**src/rtl/idq_pkg.sv**
```systemverilog
// Shared constants, opcodes, status codes and the response bundle of the
// indexed double-ended queue. No dependencies.
`timescale 1ns / 1ps

package idq_pkg;

  // Ring arithmetic wraps by truncation, so CAPACITY stays a power of two.
  localparam int CAPACITY   = 64;
  localparam int ITEM_WIDTH = 32;
  localparam int PTR_W      = $clog2(CAPACITY);
  localparam int CNT_W      = $clog2(CAPACITY + 1);
  localparam int OP_W       = 3;
  localparam int POS_W      = 7;
  localparam int STAT_W     = 2;

  localparam logic [OP_W-1:0] OP_PUSH_HEAD = 3'd0;
  localparam logic [OP_W-1:0] OP_PUSH_TAIL = 3'd1;
  localparam logic [OP_W-1:0] OP_POP_HEAD  = 3'd2;
  localparam logic [OP_W-1:0] OP_POP_TAIL  = 3'd3;
  localparam logic [OP_W-1:0] OP_READ      = 3'd4;
  localparam logic [OP_W-1:0] OP_INSERT    = 3'd5;
  localparam logic [OP_W-1:0] OP_REMOVE    = 3'd6;
  localparam logic [OP_W-1:0] OP_CLEAR     = 3'd7;

  localparam logic [STAT_W-1:0] STAT_OK    = 2'd0;
  localparam logic [STAT_W-1:0] STAT_EMPTY = 2'd1;
  localparam logic [STAT_W-1:0] STAT_FULL  = 2'd2;
  localparam logic [STAT_W-1:0] STAT_RANGE = 2'd3;

  typedef struct packed {
    logic                  done;
    logic [ITEM_WIDTH-1:0] read_value;
    logic [STAT_W-1:0]     status;
    logic [CNT_W-1:0]      occupancy;
  } idq_resp_t;

endpackage

```
**src/rtl/idq_ram.sv**
```systemverilog
// Generic single-write, single-read synchronous RAM with registered read data.
// No dependencies.
`timescale 1ns / 1ps

module idq_ram #(
  parameter int DEPTH = 64,
  parameter int WIDTH = 32,
  parameter int AW    = $clog2(DEPTH)
) (
  input  logic             clk_i,
  input  logic             we_i,
  input  logic [AW-1:0]    waddr_i,
  input  logic [WIDTH-1:0] wdata_i,
  input  logic [AW-1:0]    raddr_i,
  output logic [WIDTH-1:0] rdata_o
);

  logic [WIDTH-1:0] mem [DEPTH];
  logic [WIDTH-1:0] rdata_q;

  always_ff @(posedge clk_i) begin
    if (we_i) begin
      mem[waddr_i] <= wdata_i;
    end
  end

  always_ff @(posedge clk_i) begin
    rdata_q <= mem[raddr_i];
  end

  assign rdata_o = rdata_q;

endmodule

```
**src/rtl/idq_seq.sv**
```systemverilog
// Request sequencer: head pointer, item count and the read-modify-write
// steps that move entries of the item RAM. Depends on idq_pkg.
`timescale 1ns / 1ps

module idq_seq (
  input  logic                            clk_i,
  input  logic                            rst_ni,
  input  logic                            start,
  input  logic [idq_pkg::OP_W-1:0]        opcode_i,
  input  logic [idq_pkg::ITEM_WIDTH-1:0]  item_value_i,
  input  logic [idq_pkg::POS_W-1:0]       position_i,
  input  logic [idq_pkg::POS_W-1:0]       run_length_i,
  output logic                            busy,
  output idq_pkg::idq_resp_t              resp_o,
  output logic                            ram_we_o,
  output logic [idq_pkg::PTR_W-1:0]       ram_waddr_o,
  output logic [idq_pkg::ITEM_WIDTH-1:0]  ram_wdata_o,
  output logic [idq_pkg::PTR_W-1:0]       ram_raddr_o,
  input  logic [idq_pkg::ITEM_WIDTH-1:0]  ram_rdata_i
);
  import idq_pkg::*;

  localparam logic [2:0] S_IDLE  = 3'd0;
  localparam logic [2:0] S_EXEC  = 3'd1;
  localparam logic [2:0] S_WAIT  = 3'd2;
  localparam logic [2:0] S_SH_RD = 3'd3;
  localparam logic [2:0] S_SH_WR = 3'd4;
  localparam logic [2:0] S_FIN   = 3'd5;
  localparam logic [2:0] S_RESP  = 3'd6;

  logic [2:0]            state_q, state_d;
  logic [PTR_W-1:0]      head_q, head_d;
  logic [CNT_W-1:0]      count_q, count_d;

  logic [OP_W-1:0]       op_q, op_d;
  logic [ITEM_WIDTH-1:0] val_q, val_d;
  logic [POS_W-1:0]      pos_q, pos_d;
  logic [POS_W-1:0]      run_q, run_d;
  logic [PTR_W-1:0]      cur_q, cur_d;
  logic [PTR_W-1:0]      off_q, off_d;
  logic                  down_q, down_d;
  logic                  front_q, front_d;
  logic [CNT_W-1:0]      left_q, left_d;
  logic [ITEM_WIDTH-1:0] rd_q, rd_d;
  logic [STAT_W-1:0]     stat_q, stat_d;

  logic                  full;
  logic [CNT_W-1:0]      tail_room;
  logic [CNT_W-1:0]      run_eff;
  logic [CNT_W-1:0]      after;

  assign full      = (count_q >= CNT_W'(CAPACITY));
  assign tail_room = count_q - CNT_W'(pos_q);
  assign run_eff   = (CNT_W'(run_q) > tail_room) ? tail_room : CNT_W'(run_q);
  assign after     = tail_room - run_eff;

  always_comb begin
    state_d     = state_q;
    head_d      = head_q;
    count_d     = count_q;
    op_d        = op_q;
    val_d       = val_q;
    pos_d       = pos_q;
    run_d       = run_q;
    cur_d       = cur_q;
    off_d       = off_q;
    down_d      = down_q;
    front_d     = front_q;
    left_d      = left_q;
    rd_d        = rd_q;
    stat_d      = stat_q;
    ram_we_o    = 1'b0;
    ram_waddr_o = head_q + cur_q + off_q;
    ram_wdata_o = ram_rdata_i;
    ram_raddr_o = head_q + cur_q;

    unique case (state_q)
      S_IDLE: begin
        if (start) begin
          op_d    = opcode_i;
          val_d   = item_value_i;
          pos_d   = position_i;
          run_d   = run_length_i;
          rd_d    = '0;
          stat_d  = STAT_OK;
          state_d = S_EXEC;
        end
      end

      S_EXEC: begin
        state_d = S_RESP;
        unique case (op_q)
          OP_PUSH_HEAD: begin
            if (full) begin
              stat_d = STAT_FULL;
            end else begin
              ram_we_o    = 1'b1;
              ram_waddr_o = head_q - PTR_W'(1);
              ram_wdata_o = val_q;
              head_d      = head_q - PTR_W'(1);
              count_d     = count_q + CNT_W'(1);
            end
          end
          OP_PUSH_TAIL: begin
            if (full) begin
              stat_d = STAT_FULL;
            end else begin
              ram_we_o    = 1'b1;
              ram_waddr_o = head_q + count_q[PTR_W-1:0];
              ram_wdata_o = val_q;
              count_d     = count_q + CNT_W'(1);
            end
          end
          OP_POP_HEAD: begin
            if (count_q == '0) begin
              stat_d = STAT_EMPTY;
            end else begin
              ram_raddr_o = head_q;
              state_d     = S_WAIT;
            end
          end
          OP_POP_TAIL: begin
            if (count_q == '0) begin
              stat_d = STAT_EMPTY;
            end else begin
              ram_raddr_o = head_q + PTR_W'(count_q - CNT_W'(1));
              state_d     = S_WAIT;
            end
          end
          OP_READ: begin
            if (CNT_W'(pos_q) >= count_q) begin
              stat_d = STAT_RANGE;
            end else begin
              ram_raddr_o = head_q + pos_q[PTR_W-1:0];
              state_d     = S_WAIT;
            end
          end
          OP_INSERT: begin
            if (CNT_W'(pos_q) >= count_q) begin
              stat_d = STAT_RANGE;
            end else if (full) begin
              stat_d = STAT_FULL;
            end else begin
              // move entries pos..count-1 one slot toward the tail, top first
              cur_d   = PTR_W'(count_q - CNT_W'(1));
              off_d   = PTR_W'(1);
              down_d  = 1'b1;
              left_d  = tail_room;
              state_d = S_SH_RD;
            end
          end
          OP_REMOVE: begin
            if (CNT_W'(pos_q) > count_q) begin
              stat_d = STAT_RANGE;
            end else if (run_eff != '0) begin
              run_d = POS_W'(run_eff);
              if (CNT_W'(pos_q) < after) begin
                // shift the head side forward by the run
                front_d = 1'b1;
                cur_d   = PTR_W'(pos_q - POS_W'(1));
                off_d   = run_eff[PTR_W-1:0];
                down_d  = 1'b1;
                left_d  = CNT_W'(pos_q);
                state_d = (pos_q == '0) ? S_FIN : S_SH_RD;
              end else begin
                // pull the tail side back over the run
                front_d = 1'b0;
                cur_d   = pos_q[PTR_W-1:0] + run_eff[PTR_W-1:0];
                off_d   = PTR_W'(0) - run_eff[PTR_W-1:0];
                down_d  = 1'b0;
                left_d  = after;
                state_d = (after == '0) ? S_FIN : S_SH_RD;
              end
            end
          end
          default: begin
            head_d  = '0;
            count_d = '0;
          end
        endcase
      end

      S_WAIT: begin
        rd_d = ram_rdata_i;
        if (op_q == OP_POP_HEAD) begin
          head_d  = head_q + PTR_W'(1);
          count_d = count_q - CNT_W'(1);
        end else if (op_q == OP_POP_TAIL) begin
          count_d = count_q - CNT_W'(1);
        end
        state_d = S_RESP;
      end

      S_SH_RD: begin
        state_d = S_SH_WR;
      end

      S_SH_WR: begin
        ram_we_o = 1'b1;
        left_d   = left_q - CNT_W'(1);
        cur_d    = down_q ? (cur_q - PTR_W'(1)) : (cur_q + PTR_W'(1));
        state_d  = (left_q == CNT_W'(1)) ? S_FIN : S_SH_RD;
      end

      S_FIN: begin
        if (op_q == OP_INSERT) begin
          ram_we_o    = 1'b1;
          ram_waddr_o = head_q + pos_q[PTR_W-1:0];
          ram_wdata_o = val_q;
          count_d     = count_q + CNT_W'(1);
        end else begin
          if (front_q) begin
            head_d = head_q + run_q[PTR_W-1:0];
          end
          count_d = count_q - CNT_W'(run_q);
        end
        state_d = S_RESP;
      end

      S_RESP: begin
        state_d = S_IDLE;
      end

      default: begin
        state_d = S_IDLE;
      end
    endcase
  end

  always_ff @(posedge clk_i or negedge rst_ni) begin
    if (!rst_ni) begin
      state_q <= S_IDLE;
      head_q  <= '0;
      count_q <= '0;
    end else begin
      state_q <= state_d;
      head_q  <= head_d;
      count_q <= count_d;
    end
  end

  always_ff @(posedge clk_i) begin
    op_q    <= op_d;
    val_q   <= val_d;
    pos_q   <= pos_d;
    run_q   <= run_d;
    cur_q   <= cur_d;
    off_q   <= off_d;
    down_q  <= down_d;
    front_q <= front_d;
    left_q  <= left_d;
    rd_q    <= rd_d;
    stat_q  <= stat_d;
  end

  assign busy              = (state_q != S_IDLE);
  assign resp_o.done       = (state_q == S_RESP);
  assign resp_o.read_value = rd_q;
  assign resp_o.status     = stat_q;
  assign resp_o.occupancy  = count_q;

endmodule

```
**src/rtl/indexed_double_ended_queue_unit.sv**
```systemverilog
// Top level: bounded double-ended queue with indexed read, insert and remove.
// A request passes through EXEC and RESP for push, clear, failed requests and
// removes of an empty run; pop and read add WAIT for the RAM read; insert and
// remove add SH_RD, SH_WR per moved entry (one RAM read, one write), then FIN.
// A new request is taken in the cycle after done_o. Reset clears head and count;
// the item RAM is not cleared. Results cannot be stalled by the receiver.
`timescale 1ns / 1ps

module indexed_double_ended_queue_unit (
  input  logic                           clk_i,
  input  logic                           rst_ni,
  input  logic                           start,
  output logic                           busy,
  input  logic [idq_pkg::OP_W-1:0]       opcode_i,
  input  logic [idq_pkg::ITEM_WIDTH-1:0] item_value_i,
  input  logic [idq_pkg::POS_W-1:0]      position_i,
  input  logic [idq_pkg::POS_W-1:0]      run_length_i,
  output logic                           done_o,
  output logic [idq_pkg::ITEM_WIDTH-1:0] read_value_o,
  output logic [idq_pkg::STAT_W-1:0]     status_o,
  output logic [idq_pkg::CNT_W-1:0]      occupancy_o
);
  import idq_pkg::*;

  idq_resp_t             resp;
  logic                  ram_we;
  logic [PTR_W-1:0]      ram_waddr;
  logic [ITEM_WIDTH-1:0] ram_wdata;
  logic [PTR_W-1:0]      ram_raddr;
  logic [ITEM_WIDTH-1:0] ram_rdata;

  idq_seq u_seq (
    .clk_i        (clk_i),
    .rst_ni       (rst_ni),
    .start        (start),
    .opcode_i     (opcode_i),
    .item_value_i (item_value_i),
    .position_i   (position_i),
    .run_length_i (run_length_i),
    .busy         (busy),
    .resp_o       (resp),
    .ram_we_o     (ram_we),
    .ram_waddr_o  (ram_waddr),
    .ram_wdata_o  (ram_wdata),
    .ram_raddr_o  (ram_raddr),
    .ram_rdata_i  (ram_rdata)
  );

  idq_ram #(
    .DEPTH (CAPACITY),
    .WIDTH (ITEM_WIDTH)
  ) u_ram (
    .clk_i   (clk_i),
    .we_i    (ram_we),
    .waddr_i (ram_waddr),
    .wdata_i (ram_wdata),
    .raddr_i (ram_raddr),
    .rdata_o (ram_rdata)
  );

  assign done_o       = resp.done;
  assign read_value_o = resp.read_value;
  assign status_o     = resp.status;
  assign occupancy_o  = resp.occupancy;

endmodule

```
**config.mk**
```make
export PLATFORM = sky130hd
export DESIGN_NAME = indexed_double_ended_queue_unit
export DESIGN_NICKNAME = d
export VERILOG_FILES = /design/src/rtl/idq_pkg.sv /design/src/rtl/idq_ram.sv /design/src/rtl/idq_seq.sv /design/src/rtl/indexed_double_ended_queue_unit.sv
export SDC_FILE = /design/constraint.sdc
export NUM_CORES = 2
export LEC_CHECK = 0
export BUFFER_PORTS_ARGS = -buffer_cell sky130_fd_sc_hd__buf_2
export CORE_MARGIN = 5
export CORE_UTILIZATION = 55
export DETAILED_ROUTE_END_ITERATION = 7
export GPL_ROUTABILITY_DRIVEN = 0
export PLACE_DENSITY = 0.81
export SKIP_LAST_GASP = 1
export SYNTH_ARGS = -nofsm -noshare
export SYNTH_HDL_FRONTEND = slang
export SYNTH_HIERARCHICAL = 1
export SYNTH_SLANG_ARGS = --single-unit
```
**constraint.sdc**
```tcl
create_clock -name clk_i -period 11.4 [get_ports clk_i]
set_clock_uncertainty 0.1 [all_clocks]
set_input_delay 1.14 -clock clk_i [delete_from_list [all_inputs] [get_ports clk_i]]
set_output_delay 1.14 -clock clk_i [all_outputs]
set_load 0.05 [all_outputs]
```
After elaboration in Yosys (flattened, before gate mapping). Memories as Yosys holds them, arrays and structs flattened. A register that Yosys moved wholly into a read port is not among the register bits. Index checks and enable logic that the tools add are counted. W data, S select, Z words.

Add/subtract/negate cells: 19. $mul: 0. Divide/modulo/power cells: 0. Order comparisons: 5. Equal/unequal tests: 38. Shifts and indexed selects: 0. Multiplexer cells: 88. Bitwise operators: 1. Reductions and logical operators: 26.

Operators with widths (number): $mux W6 (22); $mux W32 (4); $pmux W32 S2 (2); $mux W7 (14); $pmux W6 S2 (6); $pmux W7 S2 (4); $add A6 B6 Y6 (7); $pmux W6 S3 (2); $mux W3 (11); $reduce_and A6 Y1 (4); $logic_not A7 Y1 (3); $pmux W7 S3 (1); $sub A7 B7 Y7 (3); $eq A3 B3 Y1 const B (6); $sub A6 B1 Y6 const B (3); $ne A2 B2 Y1 const B (8); $ne A3 B3 Y1 const B (5); $pmux W3 S5 (1); $gt A7 B7 Y1 (2); $sub A7 B1 Y7 const B (2); $add A6 B1 Y6 const B (2); $eq A3 B2 Y1 const B (4); $mux W2 (6); $ne A3 B2 Y1 const B (4); 27 further kinds (51).

Bits in registers: 120. Latch bits: 0. Bits in writable memories: 2048. Memory bits (read-only): 0. Output and inout port bits: 43. Logic and storage cells: 192. Memories kept: 1.

Memories: u_ram.mem (words 64, width 32, rd ports 1, clocked after memory_dff 1, write ports 1, line idq_ram.sv:18) `logic [WIDTH-1:0] mem [DEPTH];`.

Longest topological paths before layout.
Word-level depth: 11. Depth in mapped cells: 42. Gate-level depth less buffers: 38.

Hierarchy. Netlist, hierarchy kept.

Modules (own cells, without submodules): idq_ram (instances 1, cells an instance 3511, area each 79039.6 µm², seq. area each 62139.6 µm²); idq_seq (instances 1, cells an instance 1069, area each 9369.0 µm², seq. area each 3523.4 µm²).

Worst setup path before layout. No wires, ideal clock.

Kind: register to register. From: reg u_seq.count_q[1]. To: reg u_seq.cur_q[5], data pin. Library setup time: 0.259 ns. Data arrival time: 8.423 ns. Required time: 11.041 ns. Slack: 2.618 ns. Cell stages (with the launch flop): 39. Period minus slack after synthesis: 8.782 ns. Path through: dfrtp_1 -> ha_1 -> nor2b_1 -> o31a_1 -> nor2_1 -> inv_1 -> ha_1 -> o2111a_2 -> or3b_4 -> o21bai_2 -> or2_1 -> buf_2 -> a21oi_1 -> inv_1 -> ha_1 -> inv_1 -> fa_1 -> a21oi_1 -> [... 3 more ...] -> o31a_1 -> nor3_1 -> nor2_1 -> ha_1 -> o21a_1 -> or2_2 -> clkbuf_1 -> clkbuf_1 -> nand2_1 -> ha_1 -> a21o_1 -> a21oi_1 -> o21bai_1 -> a21oi_1 -> xnor2_1 -> a21boi_0 -> nor3_1 -> o31a_1.

Cells in the longest elaborated chain, start to end: 10.

RTL lines: from (decl) (line idq_seq.sv:33) `logic [CNT_W-1:0] count_q, count_d;`; from (signal assigned) (line idq_seq.sv:238) `count_q <= count_d;`; $sub A7 B7 Y7 (*) (line idq_seq.sv:53) `assign tail_room = count_q - CNT_W'(pos_q);`; $gt A7 B7 Y1 (*) (line idq_seq.sv:54) `assign run_eff = (CNT_W'(run_q) > tail_room) ? tail_room : CNT_W'(run_q);`; $mux W7 (*) (line idq_seq.sv:54); net u_seq.run_eff[0] (line idq_seq.sv:49) `logic [CNT_W-1:0] run_eff;`; $sub A7 B7 Y7 (line idq_seq.sv:55) `assign after = tail_room - run_eff;`; $lt A7 B7 Y1 (line idq_seq.sv:157) `if (CNT_W'(pos_q) < after) begin`; $mux W6 (*) (line idq_seq.sv:157); $mux W6 (*) (line idq_seq.sv:155) `end else if (run_eff != '0) begin`; $mux W6 (*) (line idq_seq.sv:153) `if (CNT_W'(pos_q) > count_q) begin`; $pmux W6 S2 (*) (line idq_seq.sv:92) `unique case (op_q)`; $pmux W6 S2 (*) (line idq_seq.sv:77) `unique case (state_q)`; net u_seq.cur_d[5] (line idq_seq.sv:39) `logic [PTR_W-1:0] cur_q, cur_d;`; to (signal assigned) (line idq_seq.sv:247) `cur_q <= cur_d;`; to (decl) (line idq_seq.sv:39).

Mark *: on every way through the listed nets, which the timed path passes. The rest lies on a longest branch. The select of a mux whose other input is x is not followed. A chain may end at the register's enable or synchronous reset.

Final worst setup path.
From: reg u_seq.pos_q[1]. To: reg u_seq.cur_q[5], data pin.

Cells in the longest elaborated chain, start to end: 10.

RTL lines: from (decl) (line idq_seq.sv:37) `logic [POS_W-1:0] pos_q, pos_d;`; from (signal assigned) (line idq_seq.sv:245) `pos_q <= pos_d;`; $sub A7 B7 Y7 (*) (line idq_seq.sv:53); $gt A7 B7 Y1 (*) (line idq_seq.sv:54); $mux W7 (*) (line idq_seq.sv:54); net u_seq.run_eff[0] (line idq_seq.sv:49); $sub A7 B7 Y7 (line idq_seq.sv:55); $lt A7 B7 Y1 (line idq_seq.sv:157); $mux W6 (*) (line idq_seq.sv:157); $mux W6 (*) (line idq_seq.sv:155); $mux W6 (*) (line idq_seq.sv:153); $pmux W6 S2 (*) (line idq_seq.sv:92); $pmux W6 S2 (*) (line idq_seq.sv:77); net u_seq.cur_d[5] (line idq_seq.sv:39).

Marked as above.

==> results.json <==
{
  "ctsHtreeMaxLevel": 4,
  "synth.distinct_cells": 88,
  "synth_area_mm2": 0.0884,
  "yosysSeqAreaShare_pct": 74.3,
  "final_common_cell": "edfxtp_1",
  "synth_nets": 4715,
  "slew_headroom_pct": 11.7,
  "dieArea_mm2": 0.169,
  "end_kind": "flop",
  "root_buffer": "clkbuf_16",
  "drv_cap": 0,
  "crit_path_top_delay_cell": "edfxtp_1",
  "grt_pass1_vias": 49400,
  "netlist_instances": 4580,
  "post-place-cells": 6728,
  "grt_overflow_total": 0,
  "r2r_start": "u_seq/pos_q[1]",
  "core_mm2": 0.160,
  "drtIter0Drc": 8792,
  "synth_top_area_share_pct": 73.1,
  "clock.fmax_mhz": 103,
  "crit_family": "compound AO/OA/AOI/OAI gates",
  "clkSinkCount": 2200,
  "critical_path_class": "flop to flop",
  "port_buffers": 94,
  "grt_pass1_wl_um": 349000,
  "drive_above_1_share_pct": 22.6,
  "routed-via-count": 48900,
  "ys_ff_latch": 2200,
  "final_cells": 7108,
  "cpPeakStageDelay_ps": 560,
  "ctsHoldBuffers": 0,
  "avgSynthCellArea_um2": 19.3,
  "final_max_slew_viol_count": 0,
  "finalSetupViolCount": 0,
  "fin_crit_sh_pct": 85.0,
  "num_rows": 147,
  "cp.required_ps": 11890,
  "arrival_ps": 10180,
  "status": "finished, final reports clean",
  "drtAntennaViolNets": 0,
  "drt-total-wl_um": 244000,
  "antenna_found_initial": 19,
  "synth_ff_type": "edfxtp_1",
  "grt_max_degree": 103,
  "hpwl_um": 132000,
  "tritoncts": "built",
  "start_util_pct": 55.2,
  "drc": 0,
  "numCtsBuffers": 199,
  "final_cell_mix": "2152 x edfxtp_1, 446 x mux4_2, 200 x clkbuf_16, 194 x mux2i_1, 165 x nand2_1",
  "finalHoldViolCount": 0,
  "nNetsFinal": 4906,
  "min_period_ps": 9690,
  "die_w_um": 411,
  "cp_num_buf_inv": 4,
  "rsz0062_at_grt": "no",
  "crit_top_cell": "ha_1",
  "clk_latency_ps": 860,
  "viasPerCell": 6.88,
  "worstMarginPinSlew_ps": 1320,
  "io-pin-count": 95,
  "clk_path_buf_depth": 3,
  "cp-start-kind": "flop",
  "async_reset_ff_share_pct": 0.727,
  "fp.dieH_um": 411,
  "synth_area_leaders": "edfxtp_1 73%, mux4_2 11%, mux2i_1 2.2%",
  "yosysTopAreaCell": "edfxtp_1",
  "cp-startpoint": "u_seq/pos_q[1]",
  "cts_resized": 0,
  "tns_ps": 0,
  "fillers": 10400,
  "routedWlPerCell_um": 34.3,
  "synth_edf_count": 2152,
  "grt_use_total_pct": 28.9,
  "path_max_fanout": 18,
  "syn2layout_area_growth_pct": 11.3,
  "post_cts_buffers": 0,
  "clk_pin_slew_ps": 70,
  "ys_warn_count": 6,
  "hold_class": "primary input to asynchronous set/reset pin",
  "first_pass_iters": 8
}
worst reg2reg max path, delay by kind of cell, from the launching register on:
| kind | cells | cell delay [ps] |
|---|---|---|
| fa+ha+maj | 6 | 1710 |
| compound gates | 15 | 3880 |
| flops | 1 | 560 |
| buf+inv | 4 | 520 |
| xor+xnor | 1 | 160 |
| simple gates | 10 | 2470 |
kinds of logic (layout without fill, tap and decap cells):
group	Yosys count	in the layout	synth area share, %
fa+ha+maj	83	83	1.27
compound gates	629	629	4.92
buf+inv	333	689	2.01
xor+xnor	65	65	0.644
other cells	0	12	0
flops	2200	2200	74.3
simple gates	629	629	3.32
mux	641	641	13.6
layout make-up:
class | instances | area (um2) | area share (%)
diodes | 12 | 30.0 | 0.0305
inverters | 73 | 274 | 0.278
repair buffers | 250 | 1740 | 1.77
clock buffers | 243 | 5230 | 5.31
well taps | 2160 | 2700 | 2.75
clock inverters | 123 | 1090 | 1.11
multi-input cells | 2047 | 21700 | 22.0
flip-flops and latches | 2200 | 65700 | 66.7
metrics by stage:
step                setup WS (ps)  cell area [um2]  utilization [%]  hold slack [ps]
floorplan                    2620            88400                -              406
global placement             2330            92000             57.4              428
detailed placement           2050            92000             57.4              428
CTS                          2020            98300             61.4             83.2
global route                 1240            98400             61.4              118
finish                       1710            98400             61.4              120
routing by layer:
metal | global-route usage, % | wire (um) | vias up | part of all wire, %
met3 | 8.76 | 35100 | 868 | 14
met1 | 37.2 | 78800 | 24600 | 32
li1 | - | - | 19100 | -
met2 | 44.6 | 114000 | 4315 | 47
met5 | 0.517 | 183 | - | 0.075
met4 | 15.8 | 15900 | 12 | 6.5
worst paths after layout:
check,end,slack [ps],depth (start not counted)
setup / recovery,u_seq/cur_q[5],1710,36
hold / removal,u_seq/count_q[0],120,1
setup reg to reg,u_seq/cur_q[5],1710,36
hold reg to reg,u_seq/rd_q[4],450,1
max in group asynchronous,u_seq/state_q[2],10770,1
min in group clk_i,u_seq/val_q[26],360,1
synth_stat cells, types with 23 or more instances:
library cell  instances
inv_1                73
mux2i_1             194
dfxtp_1              32
nor3_1               38
a22oi_1             133
a31oi_1              32
nand3_1              64
buf_6                33
edfxtp_1           2152
mux4_2              446
a21o_1               23
a21oi_1             100
ha_1                 72
a211oi_1             33
nor2_1              186
clkbuf_1            125
nand2_1             193
and2_1               34
o21ai_0              91
buf_4                28
o22ai_1              47
buf_2                54
xnor2_1              45
state kept, by name (all words and copies together), names as in the netlist, 7 cells and up:
name and cells:
u_ram/mem 2048, u_ram/rdata_o 32, u_seq/count_q 7, u_seq/left_q 7, u_seq/pos_q 7, u_seq/rd_q 32
u_seq/run_q 7, u_seq/val_q 32
Power is not shown: default switching activity piles up to over one toggle a cycle in this logic, so the estimate is an artifact.
